==> config.mk <==
export PLATFORM = sky130hd
export DESIGN_NAME = largest_remainder_budget_split_core
export DESIGN_NICKNAME = d
export VERILOG_FILES = /design/src/hw/rtl/lrbs_pkg.sv /design/src/hw/rtl/lrbs_div.sv /design/src/hw/rtl/lrbs_dp.sv /design/src/hw/rtl/lrbs_ctrl.sv /design/src/hw/rtl/largest_remainder_budget_split_core.sv
export SDC_FILE = /design/constraint.sdc
export NUM_CORES = 2
export LEC_CHECK = 0
export ABC_CLOCK_PERIOD_IN_PS = 8000
export BUFFER_PORTS_ARGS = -buffer_cell sky130_fd_sc_hd__buf_2
export CAP_MARGIN = 5
export CORE_ASPECT_RATIO = 1.1
export CORE_UTILIZATION = 64
export DETAILED_ROUTE_END_ITERATION = 6
export HOLD_SLACK_MARGIN = 0.05
export PLACE_DENSITY = 0.81
export SLEW_MARGIN = 5
export SYNTH_ARGS = -nofsm -noshare
export SYNTH_HDL_FRONTEND = slang
export SYNTH_SLANG_ARGS = --single-unit
==> constraint.sdc <==
create_clock -name i_clk -period 8 [get_ports i_clk]
set_clock_uncertainty 0.15 [all_clocks]
set_input_delay 0.4 -clock i_clk [delete_from_list [all_inputs] [get_ports i_clk]]
set_output_delay 0.4 -clock i_clk [all_outputs]
set_load 0.005 [all_outputs]
==> src/hw/rtl/lrbs_pkg.sv <==
// Shared types and constants for the largest remainder budget splitter.
package lrbs_pkg;

    localparam int TOT_W  = 24;
    localparam int WGT_W  = 20;
    localparam int ID_W   = 16;
    localparam int PRI_W  = 16;
    localparam int PROD_W = TOT_W + WGT_W;
    localparam int CFG_IDX_W = 1;

    localparam logic [WGT_W-1:0] WEIGHT_MAX = 20'd1024000;

    localparam logic [CFG_IDX_W-1:0] CFG_TOTAL = 1'b0;
    localparam logic [CFG_IDX_W-1:0] CFG_FLOOR = 1'b1;

    typedef enum logic [1:0] {
        DIV_FLOOR,
        DIV_EVEN,
        DIV_SHARE
    } t_div_sel;

    typedef enum logic [3:0] {
        S_LOAD,
        S_FMUL,
        S_FCHK,
        S_FDIV,
        S_WCHK,
        S_EVDIV,
        S_MRD,
        S_MUL,
        S_DIVS,
        S_DWAIT,
        S_LEFT,
        S_KRD,
        S_KLAT,
        S_SWEEP,
        S_EMIT
    } t_state;

    typedef struct packed {
        logic     load_we;
        logic     set_init;
        logic     fmul;
        logic     fok;
        logic     div_start;
        t_div_sel div_sel;
        logic     flr_from_div;
        logic     share_all_latch;
        logic     mult_en;
        logic     share_we;
        logic     left_en;
        logic     key_latch;
        logic     rank_clr;
        logic     rank_en;
        logic     j_is_i;
        logic     j_before_i;
        logic     emit;
        logic     last;
        logic     ovf;
        logic     set_clear;
    } t_cmd;

    typedef struct packed {
        logic fprod_gt;
        logic div_done;
        logic wsum_zero;
    } t_sts;

endpackage

==> src/hw/rtl/lrbs_div.sv <==
// Restoring divider, one quotient bit per cycle.
module lrbs_div #(
    parameter int DVD_W = 44,
    parameter int DVS_W = 26
) (
    input  logic             i_clk,
    input  logic             i_rst_n,
    input  logic             i_start,
    input  logic [DVD_W-1:0] i_dividend,
    input  logic [DVS_W-1:0] i_divisor,
    output logic             o_done,
    output logic [DVD_W-1:0] o_quo,
    output logic [DVS_W-1:0] o_rem
);

    localparam int CNT_W = (DVD_W > 1) ? $clog2(DVD_W) : 1;

    logic             r_busy;
    logic             r_done;
    logic [CNT_W-1:0] r_cnt;
    logic [DVD_W-1:0] r_quo;
    logic [DVS_W-1:0] r_rem;
    logic [DVS_W-1:0] r_dvs;
    logic [DVS_W:0]   w_shift;
    logic [DVS_W:0]   w_diff;
    logic             w_ge;

    assign w_shift = {r_rem, r_quo[DVD_W-1]};
    assign w_ge    = w_shift >= {1'b0, r_dvs};
    assign w_diff  = w_shift - {1'b0, r_dvs};

    always_ff @(posedge i_clk) begin
        if (!i_rst_n) begin
            r_busy <= 1'b0;
            r_done <= 1'b0;
            r_cnt  <= '0;
        end else begin
            r_done <= 1'b0;
            if (i_start) begin
                r_busy <= 1'b1;
                r_cnt  <= '0;
            end else if (r_busy) begin
                r_cnt <= r_cnt + 1'b1;
                if (r_cnt == CNT_W'(DVD_W - 1)) begin
                    r_busy <= 1'b0;
                    r_done <= 1'b1;
                end
            end
        end
    end

    always_ff @(posedge i_clk) begin
        if (i_start) begin
            r_quo <= i_dividend;
            r_rem <= '0;
            r_dvs <= i_divisor;
        end else if (r_busy) begin
            r_rem <= w_ge ? w_diff[DVS_W-1:0] : w_shift[DVS_W-1:0];
            r_quo <= {r_quo[DVD_W-2:0], w_ge};
        end
    end

    assign o_done = r_done;
    assign o_quo  = r_quo;
    assign o_rem  = r_rem;

endmodule

==> src/hw/rtl/lrbs_dp.sv <==
// Datapath: config registers, entry stores, floor/share arithmetic, ranking, result registers.
module lrbs_dp #(
    parameter int MAX_ENTRIES = 16
) (
    input  logic                                  i_clk,
    input  logic                                  i_rst_n,
    input  logic                                  i_cfg_we,
    input  logic [lrbs_pkg::CFG_IDX_W-1:0]        i_cfg_index,
    input  logic [lrbs_pkg::TOT_W-1:0]            i_cfg_data,
    input  logic [lrbs_pkg::ID_W-1:0]             i_entry_id,
    input  logic [lrbs_pkg::WGT_W-1:0]            i_weight,
    input  logic [lrbs_pkg::PRI_W-1:0]            i_priority_req,
    input  lrbs_pkg::t_cmd                        i_cmd,
    input  logic [$clog2(MAX_ENTRIES+1)-1:0]      i_count,
    input  logic [((MAX_ENTRIES > 1) ? $clog2(MAX_ENTRIES) : 1)-1:0] i_waddr,
    input  logic [((MAX_ENTRIES > 1) ? $clog2(MAX_ENTRIES) : 1)-1:0] i_raddr,
    output lrbs_pkg::t_sts                        o_sts,
    output logic                                  o_strobe,
    output logic [lrbs_pkg::ID_W-1:0]             o_out_id,
    output logic [lrbs_pkg::TOT_W-1:0]            o_budget,
    output logic [lrbs_pkg::TOT_W-1:0]            o_running_total,
    output logic                                  o_overflowed,
    output logic                                  o_last_result
);

    localparam int TOT_W  = lrbs_pkg::TOT_W;
    localparam int WGT_W  = lrbs_pkg::WGT_W;
    localparam int ID_W   = lrbs_pkg::ID_W;
    localparam int PRI_W  = lrbs_pkg::PRI_W;
    localparam int PROD_W = lrbs_pkg::PROD_W;
    localparam int CNT_W  = $clog2(MAX_ENTRIES + 1);
    localparam int SUM_W  = $clog2(MAX_ENTRIES * int'(lrbs_pkg::WEIGHT_MAX) + 1);
    localparam int FP_W   = TOT_W + CNT_W;
    localparam int KEY_W  = SUM_W + PRI_W + ID_W;

    logic [ID_W-1:0]  mem_id    [MAX_ENTRIES];
    logic [WGT_W-1:0] mem_wgt   [MAX_ENTRIES];
    logic [PRI_W-1:0] mem_pri   [MAX_ENTRIES];
    logic [TOT_W-1:0] mem_share [MAX_ENTRIES];
    logic [SUM_W-1:0] mem_rem   [MAX_ENTRIES];

    logic [ID_W-1:0]   r_rd_id;
    logic [WGT_W-1:0]  r_rd_wgt;
    logic [PRI_W-1:0]  r_rd_pri;
    logic [TOT_W-1:0]  r_rd_share;
    logic [SUM_W-1:0]  r_rd_rem;

    logic [TOT_W-1:0]  r_total;
    logic [TOT_W-1:0]  r_floor;
    logic [SUM_W-1:0]  r_wsum;
    logic [TOT_W-1:0]  r_flr;
    logic [FP_W-1:0]   r_fprod;
    logic [TOT_W-1:0]  r_remaining;
    logic [PROD_W-1:0] r_p;
    logic [TOT_W-1:0]  r_handed;
    logic [TOT_W-1:0]  r_leftover;
    logic [TOT_W-1:0]  r_share_all;
    logic [SUM_W-1:0]  r_key_rem;
    logic [PRI_W-1:0]  r_key_pri;
    logic [ID_W-1:0]   r_key_id;
    logic [TOT_W-1:0]  r_share_i;
    logic [CNT_W-1:0]  r_rank;
    logic [TOT_W-1:0]  r_running;

    logic              r_strobe;
    logic [ID_W-1:0]   r_out_id;
    logic [TOT_W-1:0]  r_budget;
    logic [TOT_W-1:0]  r_run_out;
    logic              r_ovf_out;
    logic              r_last_out;

    logic [WGT_W-1:0]  w_wsat;
    logic [PROD_W-1:0] w_dvd;
    logic [SUM_W-1:0]  w_dvs;
    logic              w_div_done;
    logic [PROD_W-1:0] w_quo;
    logic [SUM_W-1:0]  w_rem;
    logic [KEY_W-1:0]  w_key_j;
    logic [KEY_W-1:0]  w_key_i;
    logic              w_ahead;
    logic              w_bonus;
    logic [TOT_W-1:0]  w_budget;

    assign w_wsat = (i_weight > lrbs_pkg::WEIGHT_MAX) ? lrbs_pkg::WEIGHT_MAX : i_weight;

    always_comb begin
        case (i_cmd.div_sel)
            lrbs_pkg::DIV_FLOOR: begin
                w_dvd = PROD_W'(r_total);
                w_dvs = SUM_W'(i_count);
            end
            lrbs_pkg::DIV_EVEN: begin
                w_dvd = PROD_W'(r_remaining);
                w_dvs = SUM_W'(i_count);
            end
            default: begin
                w_dvd = r_p;
                w_dvs = r_wsum;
            end
        endcase
    end

    lrbs_div #(
        .DVD_W (PROD_W),
        .DVS_W (SUM_W)
    ) u_div (
        .i_clk      (i_clk),
        .i_rst_n    (i_rst_n),
        .i_start    (i_cmd.div_start),
        .i_dividend (w_dvd),
        .i_divisor  (w_dvs),
        .o_done     (w_div_done),
        .o_quo      (w_quo),
        .o_rem      (w_rem)
    );

    // later entry in load order loses a tie; ~id so lower id ranks ahead
    assign w_key_j = {r_rd_rem, r_rd_pri, ~r_rd_id};
    assign w_key_i = {r_key_rem, r_key_pri, ~r_key_id};
    assign w_ahead = (w_key_j > w_key_i) || ((w_key_j == w_key_i) && i_cmd.j_before_i);

    assign w_bonus  = TOT_W'(r_rank) < r_leftover;
    assign w_budget = r_flr + r_share_i + TOT_W'(w_bonus);

    always_ff @(posedge i_clk) begin
        if (i_cmd.load_we) begin
            mem_id[i_waddr]  <= i_entry_id;
            mem_wgt[i_waddr] <= w_wsat;
            mem_pri[i_waddr] <= i_priority_req;
        end
        if (i_cmd.share_we) begin
            mem_share[i_waddr] <= w_quo[TOT_W-1:0];
            mem_rem[i_waddr]   <= w_rem;
        end
        r_rd_id    <= mem_id[i_raddr];
        r_rd_wgt   <= mem_wgt[i_raddr];
        r_rd_pri   <= mem_pri[i_raddr];
        r_rd_share <= mem_share[i_raddr];
        r_rd_rem   <= mem_rem[i_raddr];
    end

    always_ff @(posedge i_clk) begin
        if (!i_rst_n) begin
            r_total  <= '0;
            r_floor  <= '0;
            r_wsum   <= '0;
            r_strobe <= 1'b0;
        end else begin
            if (i_cfg_we) begin
                case (i_cfg_index)
                    lrbs_pkg::CFG_TOTAL: r_total <= i_cfg_data;
                    lrbs_pkg::CFG_FLOOR: r_floor <= i_cfg_data;
                    default: ;
                endcase
            end
            if (i_cmd.set_clear) begin
                r_wsum <= '0;
            end else if (i_cmd.load_we) begin
                r_wsum <= r_wsum + SUM_W'(w_wsat);
            end
            r_strobe <= i_cmd.emit;
        end
    end

    always_ff @(posedge i_clk) begin
        if (i_cmd.set_init) begin
            r_flr      <= r_floor;
            r_running  <= '0;
            r_leftover <= '0;
        end
        if (i_cmd.fmul) begin
            r_fprod <= FP_W'(r_flr) * FP_W'(i_count);
        end
        if (i_cmd.fok) begin
            r_remaining <= r_total - r_fprod[TOT_W-1:0];
            r_handed    <= '0;
        end
        if (i_cmd.flr_from_div) begin
            r_flr <= w_quo[TOT_W-1:0];
        end
        if (i_cmd.share_all_latch) begin
            r_share_all <= w_quo[TOT_W-1:0];
        end
        if (i_cmd.mult_en) begin
            r_p <= PROD_W'(r_remaining) * PROD_W'(r_rd_wgt);
        end
        if (i_cmd.share_we) begin
            r_handed <= r_handed + w_quo[TOT_W-1:0];
        end
        if (i_cmd.left_en) begin
            r_leftover <= r_remaining - r_handed;
        end
        if (i_cmd.key_latch) begin
            r_key_rem <= r_rd_rem;
            r_key_pri <= r_rd_pri;
            r_key_id  <= r_rd_id;
            r_share_i <= (r_wsum == '0) ? r_share_all : r_rd_share;
        end
        if (i_cmd.rank_clr) begin
            r_rank <= '0;
        end else if (i_cmd.rank_en && w_ahead && !i_cmd.j_is_i) begin
            r_rank <= r_rank + 1'b1;
        end
        if (i_cmd.emit) begin
            r_running  <= r_running + w_budget;
            r_out_id   <= r_key_id;
            r_budget   <= w_budget;
            r_run_out  <= r_running + w_budget;
            r_ovf_out  <= i_cmd.ovf;
            r_last_out <= i_cmd.last;
        end
    end

    assign o_sts.fprod_gt  = r_fprod > FP_W'(r_total);
    assign o_sts.div_done  = w_div_done;
    assign o_sts.wsum_zero = (r_wsum == '0);

    assign o_strobe        = r_strobe;
    assign o_out_id        = r_out_id;
    assign o_budget        = r_budget;
    assign o_running_total = r_run_out;
    assign o_overflowed    = r_ovf_out;
    assign o_last_result   = r_last_out;

endmodule

==> src/hw/rtl/lrbs_ctrl.sv <==
// Controller: load counting, split sequencing, rank sweep and result emission.
module lrbs_ctrl #(
    parameter int MAX_ENTRIES = 16
) (
    input  logic                                  i_clk,
    input  logic                                  i_rst_n,
    input  logic                                  i_start,
    input  logic                                  i_last_entry,
    input  lrbs_pkg::t_sts                        i_sts,
    output logic                                  o_busy,
    output lrbs_pkg::t_cmd                        o_cmd,
    output logic [$clog2(MAX_ENTRIES+1)-1:0]      o_count,
    output logic [((MAX_ENTRIES > 1) ? $clog2(MAX_ENTRIES) : 1)-1:0] o_waddr,
    output logic [((MAX_ENTRIES > 1) ? $clog2(MAX_ENTRIES) : 1)-1:0] o_raddr
);

    localparam int CNT_W  = $clog2(MAX_ENTRIES + 1);
    localparam int ADDR_W = (MAX_ENTRIES > 1) ? $clog2(MAX_ENTRIES) : 1;

    lrbs_pkg::t_state r_state, n_state;
    logic [CNT_W-1:0]  r_count, n_count;
    logic              r_flag, n_flag;
    logic [ADDR_W-1:0] r_i, n_i;
    logic [ADDR_W-1:0] r_j, n_j;
    logic [ADDR_W-1:0] w_nlast;

    assign w_nlast = ADDR_W'(r_count - 1'b1);

    always_ff @(posedge i_clk) begin
        if (!i_rst_n) begin
            r_state <= lrbs_pkg::S_LOAD;
            r_count <= '0;
            r_flag  <= 1'b0;
            r_i     <= '0;
            r_j     <= '0;
        end else begin
            r_state <= n_state;
            r_count <= n_count;
            r_flag  <= n_flag;
            r_i     <= n_i;
            r_j     <= n_j;
        end
    end

    always_comb begin
        n_state = r_state;
        n_count = r_count;
        n_flag  = r_flag;
        n_i     = r_i;
        n_j     = r_j;
        o_cmd   = '0;
        o_cmd.div_sel = lrbs_pkg::DIV_SHARE;
        o_waddr = r_i;
        o_raddr = r_i;
        case (r_state)
            lrbs_pkg::S_LOAD: begin
                o_waddr = ADDR_W'(r_count);
                if (i_start) begin
                    if (r_count < CNT_W'(MAX_ENTRIES)) begin
                        o_cmd.load_we = 1'b1;
                        n_count = r_count + 1'b1;
                    end else begin
                        n_flag = 1'b1;
                    end
                    if (i_last_entry) begin
                        o_cmd.set_init = 1'b1;
                        n_state = lrbs_pkg::S_FMUL;
                    end
                end
            end
            lrbs_pkg::S_FMUL: begin
                o_cmd.fmul = 1'b1;
                n_state = lrbs_pkg::S_FCHK;
            end
            lrbs_pkg::S_FCHK: begin
                if (i_sts.fprod_gt) begin
                    o_cmd.div_start = 1'b1;
                    o_cmd.div_sel   = lrbs_pkg::DIV_FLOOR;
                    n_state = lrbs_pkg::S_FDIV;
                end else begin
                    o_cmd.fok = 1'b1;
                    n_state = lrbs_pkg::S_WCHK;
                end
            end
            lrbs_pkg::S_FDIV: begin
                if (i_sts.div_done) begin
                    o_cmd.flr_from_div = 1'b1;
                    n_state = lrbs_pkg::S_FMUL;
                end
            end
            lrbs_pkg::S_WCHK: begin
                n_i = '0;
                if (i_sts.wsum_zero) begin
                    o_cmd.div_start = 1'b1;
                    o_cmd.div_sel   = lrbs_pkg::DIV_EVEN;
                    n_state = lrbs_pkg::S_EVDIV;
                end else begin
                    n_state = lrbs_pkg::S_MRD;
                end
            end
            lrbs_pkg::S_EVDIV: begin
                if (i_sts.div_done) begin
                    o_cmd.share_all_latch = 1'b1;
                    n_i = '0;
                    n_state = lrbs_pkg::S_KRD;
                end
            end
            lrbs_pkg::S_MRD: begin
                n_state = lrbs_pkg::S_MUL;
            end
            lrbs_pkg::S_MUL: begin
                o_cmd.mult_en = 1'b1;
                n_state = lrbs_pkg::S_DIVS;
            end
            lrbs_pkg::S_DIVS: begin
                o_cmd.div_start = 1'b1;
                n_state = lrbs_pkg::S_DWAIT;
            end
            lrbs_pkg::S_DWAIT: begin
                if (i_sts.div_done) begin
                    o_cmd.share_we = 1'b1;
                    if (r_i == w_nlast) begin
                        n_state = lrbs_pkg::S_LEFT;
                    end else begin
                        n_i = r_i + 1'b1;
                        n_state = lrbs_pkg::S_MRD;
                    end
                end
            end
            lrbs_pkg::S_LEFT: begin
                o_cmd.left_en = 1'b1;
                n_i = '0;
                n_state = lrbs_pkg::S_KRD;
            end
            lrbs_pkg::S_KRD: begin
                n_state = lrbs_pkg::S_KLAT;
            end
            lrbs_pkg::S_KLAT: begin
                o_cmd.key_latch = 1'b1;
                o_cmd.rank_clr  = 1'b1;
                o_raddr = '0;
                n_j = '0;
                n_state = i_sts.wsum_zero ? lrbs_pkg::S_EMIT : lrbs_pkg::S_SWEEP;
            end
            lrbs_pkg::S_SWEEP: begin
                o_raddr = r_j + 1'b1;
                o_cmd.rank_en    = 1'b1;
                o_cmd.j_is_i     = (r_j == r_i);
                o_cmd.j_before_i = (r_j < r_i);
                if (r_j == w_nlast) begin
                    n_state = lrbs_pkg::S_EMIT;
                end else begin
                    n_j = r_j + 1'b1;
                end
            end
            lrbs_pkg::S_EMIT: begin
                o_cmd.emit = 1'b1;
                o_cmd.ovf  = r_flag;
                o_cmd.last = (r_i == w_nlast);
                if (r_i == w_nlast) begin
                    o_cmd.set_clear = 1'b1;
                    n_count = '0;
                    n_flag  = 1'b0;
                    n_state = lrbs_pkg::S_LOAD;
                end else begin
                    n_i = r_i + 1'b1;
                    n_state = lrbs_pkg::S_KRD;
                end
            end
            default: begin
                n_state = lrbs_pkg::S_LOAD;
            end
        endcase
    end

    assign o_busy  = (r_state != lrbs_pkg::S_LOAD);
    assign o_count = r_count;

endmodule

==> src/hw/rtl/largest_remainder_budget_split_core.sv <==
// Largest remainder budget splitter top level.
// Entries load one per cycle while busy is low; the entry with last_entry set
// starts the split and raises busy. The split cuts the floor by a divide
// when floor times count exceeds the total; then it divides out each share,
// one bit-serial divide per entry, all through one shared divider (one even
// divide if all weights are zero), then ranks each entry against the set
// through the single read port of the entry store (not when all weights are
// zero). Results come out in load order with o_strobe high for one cycle
// each and cannot be held off; busy drops on the cycle of the last result.
module largest_remainder_budget_split_core #(
    parameter int MAX_ENTRIES = 16
) (
    input  logic                                i_clk,
    input  logic                                i_rst_n,
    input  logic                                start,
    output logic                                busy,
    input  logic [lrbs_pkg::ID_W-1:0]           i_entry_id,
    input  logic [lrbs_pkg::WGT_W-1:0]          i_weight,
    input  logic [lrbs_pkg::PRI_W-1:0]          i_priority_req,
    input  logic                                i_last_entry,
    input  logic                                i_cfg_valid,
    output logic                                o_cfg_ready,
    input  logic [lrbs_pkg::CFG_IDX_W-1:0]      i_cfg_index,
    input  logic [lrbs_pkg::TOT_W-1:0]          i_cfg_data,
    output logic                                o_strobe,
    output logic [lrbs_pkg::ID_W-1:0]           o_out_id,
    output logic [lrbs_pkg::TOT_W-1:0]          o_budget,
    output logic [lrbs_pkg::TOT_W-1:0]          o_running_total,
    output logic                                o_overflowed,
    output logic                                o_last_result
);

    localparam int CNT_W  = $clog2(MAX_ENTRIES + 1);
    localparam int ADDR_W = (MAX_ENTRIES > 1) ? $clog2(MAX_ENTRIES) : 1;

    lrbs_pkg::t_cmd    w_cmd;
    lrbs_pkg::t_sts    w_sts;
    logic [CNT_W-1:0]  w_count;
    logic [ADDR_W-1:0] w_waddr;
    logic [ADDR_W-1:0] w_raddr;

    assign o_cfg_ready = 1'b1;

    lrbs_ctrl #(
        .MAX_ENTRIES (MAX_ENTRIES)
    ) u_ctrl (
        .i_clk        (i_clk),
        .i_rst_n      (i_rst_n),
        .i_start      (start),
        .i_last_entry (i_last_entry),
        .i_sts        (w_sts),
        .o_busy       (busy),
        .o_cmd        (w_cmd),
        .o_count      (w_count),
        .o_waddr      (w_waddr),
        .o_raddr      (w_raddr)
    );

    lrbs_dp #(
        .MAX_ENTRIES (MAX_ENTRIES)
    ) u_dp (
        .i_clk           (i_clk),
        .i_rst_n         (i_rst_n),
        .i_cfg_we        (i_cfg_valid && o_cfg_ready),
        .i_cfg_index     (i_cfg_index),
        .i_cfg_data      (i_cfg_data),
        .i_entry_id      (i_entry_id),
        .i_weight        (i_weight),
        .i_priority_req  (i_priority_req),
        .i_cmd           (w_cmd),
        .i_count         (w_count),
        .i_waddr         (w_waddr),
        .i_raddr         (w_raddr),
        .o_sts           (w_sts),
        .o_strobe        (o_strobe),
        .o_out_id        (o_out_id),
        .o_budget        (o_budget),
        .o_running_total (o_running_total),
        .o_overflowed    (o_overflowed),
        .o_last_result   (o_last_result)
    );

    a_last_starts_split: assert property (@(posedge i_clk) disable iff (!i_rst_n)
        start && !busy && i_last_entry |=> busy)
        else $error("split did not start after last entry");

    a_mid_result_busy: assert property (@(posedge i_clk) disable iff (!i_rst_n)
        o_strobe && !o_last_result |-> busy)
        else $error("result before last while not busy");

    a_last_result_idle: assert property (@(posedge i_clk) disable iff (!i_rst_n)
        o_strobe && o_last_result |-> !busy)
        else $error("still busy on last result");

    a_results_spaced: assert property (@(posedge i_clk) disable iff (!i_rst_n)
        o_strobe |=> !o_strobe)
        else $error("back to back result strobes");

endmodule
; ---- After elaboration in Yosys (flattened, before gate mapping)
; Memories as Yosys holds them, arrays and structs flattened. A register that Yosys moved wholly into a read port is not among the register bits.
; Cells that the tools add are included.
[totals]
inputBits = 82
ram_bits = 1600
ff_bits = 559
output_inout_bits = 69
mem_count = 5
[mem_list]
columns = memory, depth, width, read_ports, rd_clocked_by_memory_dff, write_ports, line
row1 = u_dp.mem_rem, 16, 24, 1, 1, 1, lrbs_dp.sv:40  ; logic [SUM_W-1:0] mem_rem [MAX_ENTRIES];
row2 = u_dp.mem_share, 16, 24, 1, 1, 1, lrbs_dp.sv:39  ; logic [TOT_W-1:0] mem_share [MAX_ENTRIES];
row3 = u_dp.mem_wgt, 16, 20, 1, 1, 1, lrbs_dp.sv:37  ; logic [WGT_W-1:0] mem_wgt [MAX_ENTRIES];
row4 = u_dp.mem_id, 16, 16, 1, 1, 1, lrbs_dp.sv:36  ; logic [ID_W-1:0] mem_id [MAX_ENTRIES];
row5 = u_dp.mem_pri, 16, 16, 1, 1, 1, lrbs_dp.sv:38  ; logic [PRI_W-1:0] mem_pri [MAX_ENTRIES];
[classes]
bitwise = 5
order_cmp = 7
eq_ne = 30
addsub = 14
n_reduce_logical = 29
multipliers = 2
muxes = 71
[ops]
columns = cell, n
row1 = 24-bit two-way mux, 9
row2 = 44-bit two-way mux, 2
row3 = 44-bit case mux with 2 select lines, 1
row4 = 24-bit adder, 3
row5 = 24-bit subtractor, 3
row6 = 4-bit case mux with 15 select lines, 1
row7 = 56-bit == test, 1
row8 = 56-bit greater-than comparator, 1
row9 = 4-bit two-way mux, 14
row10 = 24-bit by 20-bit multiplier with 44-bit output, 1
row11 = 16-bit inverter, 2
row12 = 29-bit by 24-bit greater-than comparator with 1-bit output, 1
row13 = 24-bit by 5-bit multiplier with 29-bit output, 1
row14 = 4-bit == test (second input constant), 7
row15 = 25-bit by 24-bit greater-or-equal comparator with 1-bit output, 1
row16 = 24-bit by 1-bit adder with 24-bit output, 1
row17 = 24-bit by 20-bit adder with 24-bit output, 1
row18 = 24-bit zero test, 1
row19 = 5-bit by 24-bit less-than comparator with 1-bit output, 1
row20 = 1-bit two-way mux, 23
row21 = 20-bit greater-than comparator (second input constant), 1
row22 = 20-bit two-way mux, 1
row23 = 5-bit two-way mux, 4
row24 = 4-bit by 3-bit == test with 1-bit output (second input constant), 4
row25 = 35 further kinds, 73

; ---- Longest topological paths before layout
[depth]
ltp_word = 6
ltp_mapped = 28
ltp_nobuf = 28

; ---- Hierarchy
; Synthesis repeated with hierarchy kept, for this count alone.
[hier_totals]
hier_cells = 7451
hier_area_um2 = 112688.1
[modules_own_cells]
columns = module, area_per_inst_um2, seq_area_each_um2, cells_per_inst, instances
row1 = lrbs_dp, 105271.0, 62510.0, 6710, 1
row2 = lrbs_div, 5627.9, 2682.6, 512, 1
row3 = lrbs_ctrl, 1778.0, 360.3, 227, 1
row4 = largest_remainder_budget_split_core, 11.3, 0.0, 2, 1

; ---- Worst setup path after synthesis
; Ideal clock, no wire load.
[synth_path]
kind = flip-flop to flip-flop
from = register u_dp.r_remaining[10]
to = register u_dp.r_p[42], data pin
stages_incl_launch_ff = 25
arrival_ns = 6.456
required_time_ns = 7.590
slack_ns = 1.134
setup_ns = 0.260
path_cell_list = edfxtp_1 > clkbuf_1 > and2_1 > fa_1 > fa_1 > inv_1 > fa_1 > inv_1 > fa_1 > inv_1 > fa_1 > inv_1 > fa_1 > inv_1 > fa_1 > inv_1 > ha_1 > a21o_1 > a211o_1 > a311oi_2 > nand2_1 > a21bo_2 > a41o_1 > a311oi_2 > xnor2_1
[synth_between]
elab_chain_cells = 1
[synth_rtl]
columns = item, line
row1 = "start, declared", lrbs_dp.sv:53  ; logic [TOT_W-1:0] r_remaining;
row2 = "start signal, assigned", lrbs_dp.sv:175  ; r_remaining <= r_total - r_fprod[TOT_W-1:0];
row3 = 24-bit by 20-bit multiplier with 44-bit output, lrbs_dp.sv:185  ; r_p <= PROD_W'(r_remaining) * PROD_W'(r_rd_wgt);
row4 = "end signal, assigned", lrbs_dp.sv:185
row5 = "end, declared", lrbs_dp.sv:54  ; logic [PROD_W-1:0] r_p;
; No other way between the ends.
; A chain may end at the register's enable or synchronous reset.

; ---- Worst setup path in the final report
[layout_path]
from = register u_dp.r_remaining[12]
to = register u_dp.r_p[36], data pin
; The elaborated chain is that of the path after synthesis.

==> results.sh <==
export IMPL_yosysTopAreaCell="edfxtp_1"
export IMPL_drt_wl_total_um=301100
export IMPL_seq_area_frac_synth=0.5730
export IMPL_tightest_slew_ns=1.312
export IMPL_first_pass_iters=7
export IMPL_maxCapViolations=0
export IMPL_yosysWarnings=0
export IMPL_yosysMostFrequentCell="nand2_1"
export IMPL_fillCellCount=11692
export IMPL_avgSynthCellArea_um2=11.56
export IMPL_synth_nets=10886
export IMPL_dr_first_iter_drc_count=10447
export IMPL_numCtsBuffers=209
export IMPL_slew_violations=0
export IMPL_wl_per_cell_um=24.06
export IMPL_async_flop_share=0
export IMPL_finalSetupViolCount=0
export IMPL_critPathKind="register to register"
export IMPL_io_pins=151
export IMPL_synth_cell_types=85
export IMPL_grt_pass1_wl_um=456100
export IMPL_setup_tns_ns=0
export IMPL_cp_data_arrival_time_ns=7.98
export IMPL_drive_above_1_share=0.07514
export IMPL_clk_latency_ns=0.89
export IMPL_synth_edf_count=2031
export IMPL_cts_tree="done"
export IMPL_clkSinkCount=2259
export IMPL_vias_per_cell=6.342
export IMPL_core_um2=177400
export IMPL_rows=162
export IMPL_netlist_top_cells_count="nand2_1 (2211), edfxtp_1 (2031), inv_1 (725), fa_1 (466), nand3_1 (460)"
export IMPL_areaGrowthSynthToFinish_pct=9.705
export IMPL_start_util=0.6450
export IMPL_ff_latch_area_um2=65560
export IMPL_dp_hpwl_um=182900
export IMPL_grt_pass1_vias=79208
export IMPL_htree_levels=4
export IMPL_final_hold_viol_count=0
export IMPL_dr_total_vias=79373
export IMPL_hold_slack_ns=0.1123
export IMPL_syn_area_um2=114400
export IMPL_hp_class="input pin to register"
export IMPL_outcome="completed"
export IMPL_yosys_area_top_type_share=0.5331
export IMPL_yosys_register_bits=2259
export IMPL_cp_end_kind="register"
export IMPL_start_kind="register"
export IMPL_root_buffer="clkbuf_16"
export IMPL_die_height_um=445.4
export IMPL_clkTransAtPathRegs_ns=0.06
export IMPL_synth_area_leaders="edfxtp_1 (53%), fa_1 (8.2%), nand2_1 (7.3%), ha_1 (4.8%), dfxtp_1 (4.0%)"
export IMPL_dieArea_um2=180400
export IMPL_fin_cells=12515
export IMPL_nets=10937
export IMPL_multi_input_area_um2=44290
export IMPL_placed_cells=12046
export IMPL_period_minus_slack_ns=7.537
export IMPL_synthCells=9895
export IMPL_ys_flop_type="edfxtp_1"
export IMPL_antenna_found_initial=16
export IMPL_cts_buffer_depth=3
export IMPL_hp_start="i_weight[14]"
export IMPL_grt_overflow=0
export IMPL_ant_nets=0
export IMPL_required_ns=8.44
export IMPL_max_slew_margin=0.1211
export IMPL_worstReg2RegStart="u_dp.r_remaining[12]"
export IMPL_grt_max_degree=176
export IMPL_fin_crit_sh=0.9421
export IMPL_die_w_um=405.1
export IMPL_crit_path_start="u_dp.r_remaining[12]"
export IMPL_grt_use_total=0.3330
export IMPL_rsz0062_at_grt="no"
export IMPL_worstPathMaxFanout=12
export IMPL_fmaxAchievable_ghz=0.1327
export IMPL_gp_congestion=0.9317
export IMPL_port_buffers=149
export IMPL_drc_errors=0
## sequential cells by signal, indices dropped and copies added (netlist names), 29 cells and up
name,count
u_dp.mem_pri,256
u_dp.mem_share,384
u_dp.mem_rem,384
u_dp.r_fprod,29
u_dp.u_div.o_quo,44
u_dp.mem_wgt,320
u_dp.r_p,44
u_dp.mem_id,256
## timing repair
action | CTS | global route
hold endpoints to repair | 688 | 0
resized for setup | 0 | 1
hold buffers | 67 | 0
endpoints found under the setup margin | 0 | 5
setup buffers | 0 | 0
## cell families (layout without fill, tap and decap cells)
| group | after synthesis | count (layout) | synth area share |
|---|---|---|---|
| other cells | 1 | 10 | 0.00003278 |
| compound gates | 1405 | 1405 | 0.08365 |
| simple gates | 3773 | 3773 | 0.1476 |
| flops | 2259 | 2259 | 0.5730 |
| buf+inv | 1267 | 1500 | 0.04269 |
| xor+xnor | 206 | 206 | 0.01589 |
| mux | 75 | 75 | 0.007087 |
| fa+ha+maj | 909 | 909 | 0.1300 |
## metrics by stage
stage	instance area, um^2	utilization	setup slack (ns)
5_1_grt	125500	0.7076	0.1169
3_3_place_gp	117700	0.6637	0.4087
6_report	125500	0.7076	0.4634
4_1_cts	125500	0.7075	0.3547
3_5_place_dp	117700	0.6637	0.3345
2_1_floorplan	114400	-	1.134
## layout make-up
cell class,instances,share of cell area
Sequential cell,2259,0.5223
Clock inverter,96,0.009252
Timing Repair Buffer,380,0.02259
Clock buffer,297,0.04725
Multi-Input combinational cell,6369,0.3529
Tap cell,2378,0.02371
Antenna cell,9,0.0001794
Inverter,727,0.02178
## metal layers
layer	global-route usage	vias to the layer above	share of wire
met4	0.1631	8	0.052
met5	0	-	0.00019
met3	0.05039	910	0.097
met2	0.5472	4771	0.48
met1	0.4349	38858	0.37
li1	-	34826	-
## final timing paths
check        slack [ns]             endpoint  cells after the start
max                0.46         u_dp.r_p[36]                     21
max reg2reg        0.46         u_dp.r_p[36]                     21
min reg2reg        0.28    u_dp.r_key_id[11]                      0
min                0.11  u_dp.mem_wgt[7][14]                      2
## critical path, cell delays in order, from the launching register on
cell and delay (ns):
edfxtp_1 0.67, and2_1 0.32, fa_1 0.52, fa_1 0.52, inv_1 0.05, fa_1 0.47
inv_1 0.05, fa_1 0.48, fa_1 0.50, fa_1 0.49, inv_1 0.05, fa_1 0.47
inv_1 0.04, ha_1 0.41, nand4_1 0.27, nor4_1 0.49, nand2_1 0.13, a21boi_0 0.38
o2111ai_1 0.22, a31oi_1 0.35, a221oi_2 0.12, xnor2_1 0.14
## placed cells by master, fill, tap and decap left out, types with 138 or more instances in the layout
cell / count
nor2_1: 213
buf_2: 149
a21oi_1: 390
edfxtp_1: 2031
clkbuf_16: 216
and2_1: 339
nand3_1: 460
ha_1: 443
inv_1: 722
fa_1: 466
and3_1: 246
o21ai_0: 151
a21o_1: 138
nand2_1: 2209
buf_4: 149
dfxtp_1: 226
a311oi_1: 302
Power is not shown: default switching activity piles up to over one toggle a cycle in this logic, so the estimate is an artifact.
